$ cat src/design/imhdk_pkg.sv
`default_nettype none
package imhdk_pkg;

  // Update outcome codes reported with each result
  typedef enum logic [1:0] {
    ACT_INSERT = 2'd0,
    ACT_LOWER  = 2'd1,
    ACT_SAME   = 2'd2,
    ACT_POP    = 2'd3
  } act_e;

  // Per-point status tag stored next to the heap position
  typedef enum logic [1:0] {
    TAG_UNVISITED = 2'd0,
    TAG_PROCESSED = 2'd1,
    TAG_QUEUED    = 2'd2
  } tag_e;

  // Sequencer states
  typedef enum logic [4:0] {
    ST_CLEAR, ST_IDLE, ST_URD, ST_UDEC, ST_SUCHK, ST_SURP, ST_SUCMP,
    ST_PRD, ST_PTOP, ST_PLAST, ST_PKEY, ST_SDCHK, ST_SDL, ST_SDR,
    ST_SDRR, ST_SDCMP, ST_PLACE, ST_DONE
  } state_e;

  // Datapath operations
  typedef enum logic [4:0] {
    OP_CLEAR, OP_IDLE, OP_URD, OP_UDEC, OP_SUCHK, OP_SURP, OP_SUCMP,
    OP_PRD, OP_PTOP, OP_PLAST, OP_PKEY, OP_SDCHK, OP_SDL, OP_SDR,
    OP_SDRR, OP_SDCMP, OP_PLACE, OP_DONE
  } op_e;

  typedef struct packed {
    op_e op;
  } cmd_t;

  typedef struct packed {
    logic accept;
    logic is_pop;
    logic clr_last;
    logic pt_ok;
    logic do_lower;
    logic do_insert;
    logic pos_zero;
    logic up_stop;
    logic cnt_zero;
    logic cnt_one;
    logic at_leaf;
    logic has_right;
    logic down_stop;
    logic out_free;
  } status_t;

endpackage
`default_nettype wire

$ cat src/design/imhdk_ctrl.sv
`default_nettype none
module imhdk_ctrl (
  input  logic              clk_i,
  input  logic              rst_ni,
  input  imhdk_pkg::status_t sts_i,
  output imhdk_pkg::cmd_t    cmd_o
);
  import imhdk_pkg::*;

  state_e state_q, state_d;

  // Advance state
  always_ff @(posedge clk_i or negedge rst_ni) begin
    if (!rst_ni) begin
      state_q <= ST_CLEAR;
    end else begin
      state_q <= state_d;
    end
  end

  // Next state
  always_comb begin
    state_d = state_q;
    case (state_q)
      ST_CLEAR: if (sts_i.clr_last) state_d = ST_IDLE;
      ST_IDLE: begin
        if (sts_i.accept) state_d = sts_i.is_pop ? ST_PRD : ST_URD;
      end
      ST_URD:   state_d = sts_i.pt_ok ? ST_UDEC : ST_DONE;
      ST_UDEC:  state_d = (sts_i.do_lower || sts_i.do_insert) ? ST_SUCHK : ST_DONE;
      ST_SUCHK: state_d = sts_i.pos_zero ? ST_PLACE : ST_SURP;
      ST_SURP:  state_d = ST_SUCMP;
      ST_SUCMP: state_d = sts_i.up_stop ? ST_PLACE : ST_SUCHK;
      ST_PRD:   state_d = sts_i.cnt_zero ? ST_DONE : ST_PTOP;
      ST_PTOP:  state_d = sts_i.cnt_one ? ST_DONE : ST_PLAST;
      ST_PLAST: state_d = ST_PKEY;
      ST_PKEY:  state_d = ST_SDCHK;
      ST_SDCHK: state_d = sts_i.at_leaf ? ST_PLACE : ST_SDL;
      ST_SDL:   state_d = ST_SDR;
      ST_SDR:   state_d = sts_i.has_right ? ST_SDRR : ST_SDCMP;
      ST_SDRR:  state_d = ST_SDCMP;
      ST_SDCMP: state_d = sts_i.down_stop ? ST_PLACE : ST_SDCHK;
      ST_PLACE: state_d = ST_DONE;
      ST_DONE:  if (sts_i.out_free) state_d = ST_IDLE;
      default:  state_d = ST_CLEAR;
    endcase
  end

  // Issue datapath operation
  always_comb begin
    case (state_q)
      ST_CLEAR: cmd_o.op = OP_CLEAR;
      ST_IDLE:  cmd_o.op = OP_IDLE;
      ST_URD:   cmd_o.op = OP_URD;
      ST_UDEC:  cmd_o.op = OP_UDEC;
      ST_SUCHK: cmd_o.op = OP_SUCHK;
      ST_SURP:  cmd_o.op = OP_SURP;
      ST_SUCMP: cmd_o.op = OP_SUCMP;
      ST_PRD:   cmd_o.op = OP_PRD;
      ST_PTOP:  cmd_o.op = OP_PTOP;
      ST_PLAST: cmd_o.op = OP_PLAST;
      ST_PKEY:  cmd_o.op = OP_PKEY;
      ST_SDCHK: cmd_o.op = OP_SDCHK;
      ST_SDL:   cmd_o.op = OP_SDL;
      ST_SDR:   cmd_o.op = OP_SDR;
      ST_SDRR:  cmd_o.op = OP_SDRR;
      ST_SDCMP: cmd_o.op = OP_SDCMP;
      ST_PLACE: cmd_o.op = OP_PLACE;
      ST_DONE:  cmd_o.op = OP_DONE;
      default:  cmd_o.op = OP_CLEAR;
    endcase
  end

endmodule
`default_nettype wire

$ cat config.mk
export PLATFORM = sky130hd
export DESIGN_NAME = imhdk_ctrl
export DESIGN_NICKNAME = d
export VERILOG_FILES = /design/src/design/imhdk_pkg.sv /design/src/design/imhdk_ctrl.sv
export SDC_FILE = /design/constraint.sdc
export NUM_CORES = 1
export LEC_CHECK = 0
export ABC_AREA = 1
export BUFFER_PORTS_ARGS = -buffer_cell sky130_fd_sc_hd__buf_4
export CORE_AREA = 2 2 39 41
export CTS_BUF_LIST = sky130_fd_sc_hd__clkbuf_4
export DETAILED_ROUTE_END_ITERATION = 16
export DIE_AREA = 0 0 41 43
export HOLD_SLACK_MARGIN = 0.12
export PLACE_DENSITY = 0.87
export SLEW_MARGIN = 20
export SYNTH_ARGS = -nofsm -noshare
export SYNTH_HDL_FRONTEND = slang
export SYNTH_SLANG_ARGS = --single-unit
$ cat constraint.sdc
create_clock -name clk_i -period 2.9 [get_ports clk_i]
set_clock_uncertainty 0.15 [all_clocks]
set_input_delay 0.435 -clock clk_i [delete_from_list [all_inputs] [get_ports clk_i]]
set_output_delay 0.435 -clock clk_i [all_outputs]
set_load 0.03 [all_outputs]
==> results.py <==
metrics = {
    "clock_tree": {
        "cts_sinks": 5,
        "ctsHtreeMaxLevel": 1,
        "cts_buffer_depth": 2,
        "post-cts-setup-buffers": 0,
        "clockRootBuffer": "clkbuf_4",
        "cts_tree": "yes",
        "insertion_delay_ns": 0.24,
        "ctsHoldBuffers": 1,
        "post_cts_resized": 0,
        "cts_buffers": 3,
        "path_clk_slew_ns": 0.05,
    },
    "logic_synthesis": {
        "synth_top_cell_by_area": "dfrtp_1",
        "yosys_warnings": 0,
        "synth_fp_nets": 128,
        "synth-seq-area-share_pct": 19.53,
        "syn_area_um2": 640.6,
        "post-synth-top-area-fraction_pct": 19.53,
        "ys_top_cells_by_area": "dfrtp_1 20%, nor2_1 15%, nand2_1 14%",
        "syn_area_per_cell_um2": 5.720,
        "synthCells": 112,
        "yosysUniqueCellTypes": 20,
        "ys_seq_elements": 5,
    },
    "sta": {
        "period_minus_slack_ns": 2.071,
        "period_share_pct": 71.43,
        "worst_pin_slew_ns": 0.4710,
        "slew_violations": 0,
        "setup_viol": 0,
        "fin_tns_setup_ns": 0,
        "hold_viol_final": 0,
        "max_freq_mhz": 482.8,
        "relSlewSlack_pct": 68.48,
        "rsz0062_at_grt": "no",
        "finalWorstSetupSlack_ns": 0.8286,
    },
    "detailed_routing": {
        "dr.pass1.iters": 4,
        "routed_wl_um": 1719,
        "drt_iter0_markers": 44,
        "detail-route-antenna-nets": 0,
        "via_per_inst": 5.404,
        "wire_per_inst_um": 11.38,
        "drc": 0,
        "num_vias": 816,
    },
    "floorplanning": {
        "std_cell_rows": 14,
        "die_w_um": 41,
        "die_area_um2": 1763,
        "start_util_pct": 46.29,
        "die_h_um": 43,
        "ios": 21,
        "core-area_um2": 1384,
    },
    "global_routing": {
        "grt_pass1_wl_um": 2994,
        "grt_max_degree": 12,
        "grt_antenna_before_repair": 0,
        "grt_pass1_vias": 697,
        "gr-usage-all-layers_pct": 24.57,
        "overflow": 0,
    },
    "final_layout": {
        "syn_to_final_growth_pct": 29.30,
        "fillers": 138,
        "largest_register_ffs": 5,
        "top_register": "state_q",
        "utilization_pct": 59.86,
        "largestRegisters": "state_q: 5 flops",
        "antenna_cells": 0,
        "fin_nets": 152,
        "drive_gt1_share_pct": 25.19,
        "fin_cells": 151,
    },
    "worst_setup_path": {
        "cp.required_ns": 2.32,
        "cp-end-kind": "primary output",
        "arrival_ns": 1.49,
        "r2r_setup_slack_ns": 1.12,
        "critPathLaunchType": "flip-flop",
        "r2r_end": "state_q[1]",
        "critical_path_class": "reg2out",
        "r2r-start": "state_q[4]",
        "critPathMaxFanout": 7,
        "worst_r2r_path_depth": 7,
    },
    "run": {
        "drv_cap": 0,
    },
    "placed_design": {
        "gp_congestion": 0.9686,
        "hpwlAfterDp_um": 1426,
        "dp_cells": 146,
        "numPortBuffers": 20,
        "place_ws_ns": 1.090,
    },
    "pwr": {
        "ir_worst_vdd_mv": 0.4677,
        "power.density_nw_per_um2": 824.5,
        "leakagePower_nw": 0.4861,
    },
    "outcome": {
        "status": "complete, no violations",
    },
    "min_path": {
        "hold_path.class": "in2async",
    },
}
==> layout make-up <==
type / count / area [um2] / area share, %
clock buffers: 4 / 30.03 / 3.625
flip-flops and latches: 5 / 125.1 / 15.11
multi-input cells: 85 / 417.9 / 50.45
well taps: 16 / 20.02 / 2.417
inverters: 20 / 75.07 / 9.063
repair buffers: 21 / 160.2 / 19.34
==> per-stage QoR <==
stage               instance area (um2)  total power (W)  hold WS, ns
floorplan                         640.6        0.0004782     -0.01059
finish                            828.3        0.0006830       0.3762
global placement                  788.3        0.0005841      0.08785
global route                      828.3        0.0007515       0.3734
detailed placement                788.3        0.0005865      0.08905
CTS                               828.3        0.0006818       0.3617
==> how the worst max path moves through the flow <==
stage               startpoint  cells past startpoint  endpoint
global placement    state_q[3]                      4  cmd_o[0]
floorplan           state_q[3]                      3  cmd_o[0]
detailed placement  state_q[3]                      4  cmd_o[0]
CTS                 state_q[3]                      4  cmd_o[0]
finish              state_q[3]                      4  cmd_o[0]
global route        state_q[3]                      4  cmd_o[0]
==> layout by cell type (no fill, tap or decap), types with 2 or more instances in the layout <==
cell / n
dfrtp_1: 5
nand3b_1: 2
a21oi_1: 3
inv_1: 17
nand2_1: 24
buf_4: 20
inv_2: 3
clkbuf_4: 4
nand2_2: 2
nor3_1: 2
nor2_1: 26
nand4_1: 5
nand3_1: 13
==> cells in the mapped netlist (all sizes together) <==
library cell / n
nand3b: 3
o31ai: 1
inv: 20
a21oi: 3
buf: 2
dfrtp: 5
nand3: 15
nand2: 26
nor2: 27
and3: 1
nor3: 3
a31oi: 1
nand4: 5
==> where the power goes <==
group / switching (W) / internal (W) / leakage (nW)
sequential: 0.0000548 / 0.0000947 / 0.0652
clock: 0.0000287 / 0.0000614 / 0.0184
combinational: 0.000293 / 0.000151 / 0.403
total: 0.000376 / 0.000307 / 0.486
==> per-layer routing <==
metal | GRT usage, % | part of all wire, % | vias up
met5 | 0 | 0 | -
met4 | 6.000 | 1.6 | 0
met3 | 6.806 | 8.8 | 4
met2 | 35.31 | 48 | 46
met1 | 35.53 | 42 | 363
li1 | - | - | 403
==> cell families (layout without fill, tap and decap cells) <==
group | Yosys count | in the layout | synth area share, %
and+or+nand+nor | 80 | 80 | 60.74
buffers and inverters | 22 | 45 | 15.23
AOI/OAI and AO/OA | 5 | 5 | 4.493
DFF | 5 | 5 | 19.53
==> critical path, cell delays in order (launching register included) <==
cell and delay, ns:
dfrtp_1 0.41, nor2_1 0.40, a21oi_1 0.15, nor2_1 0.11
buf_4 0.16
Power figures use the tool's default switching activity.
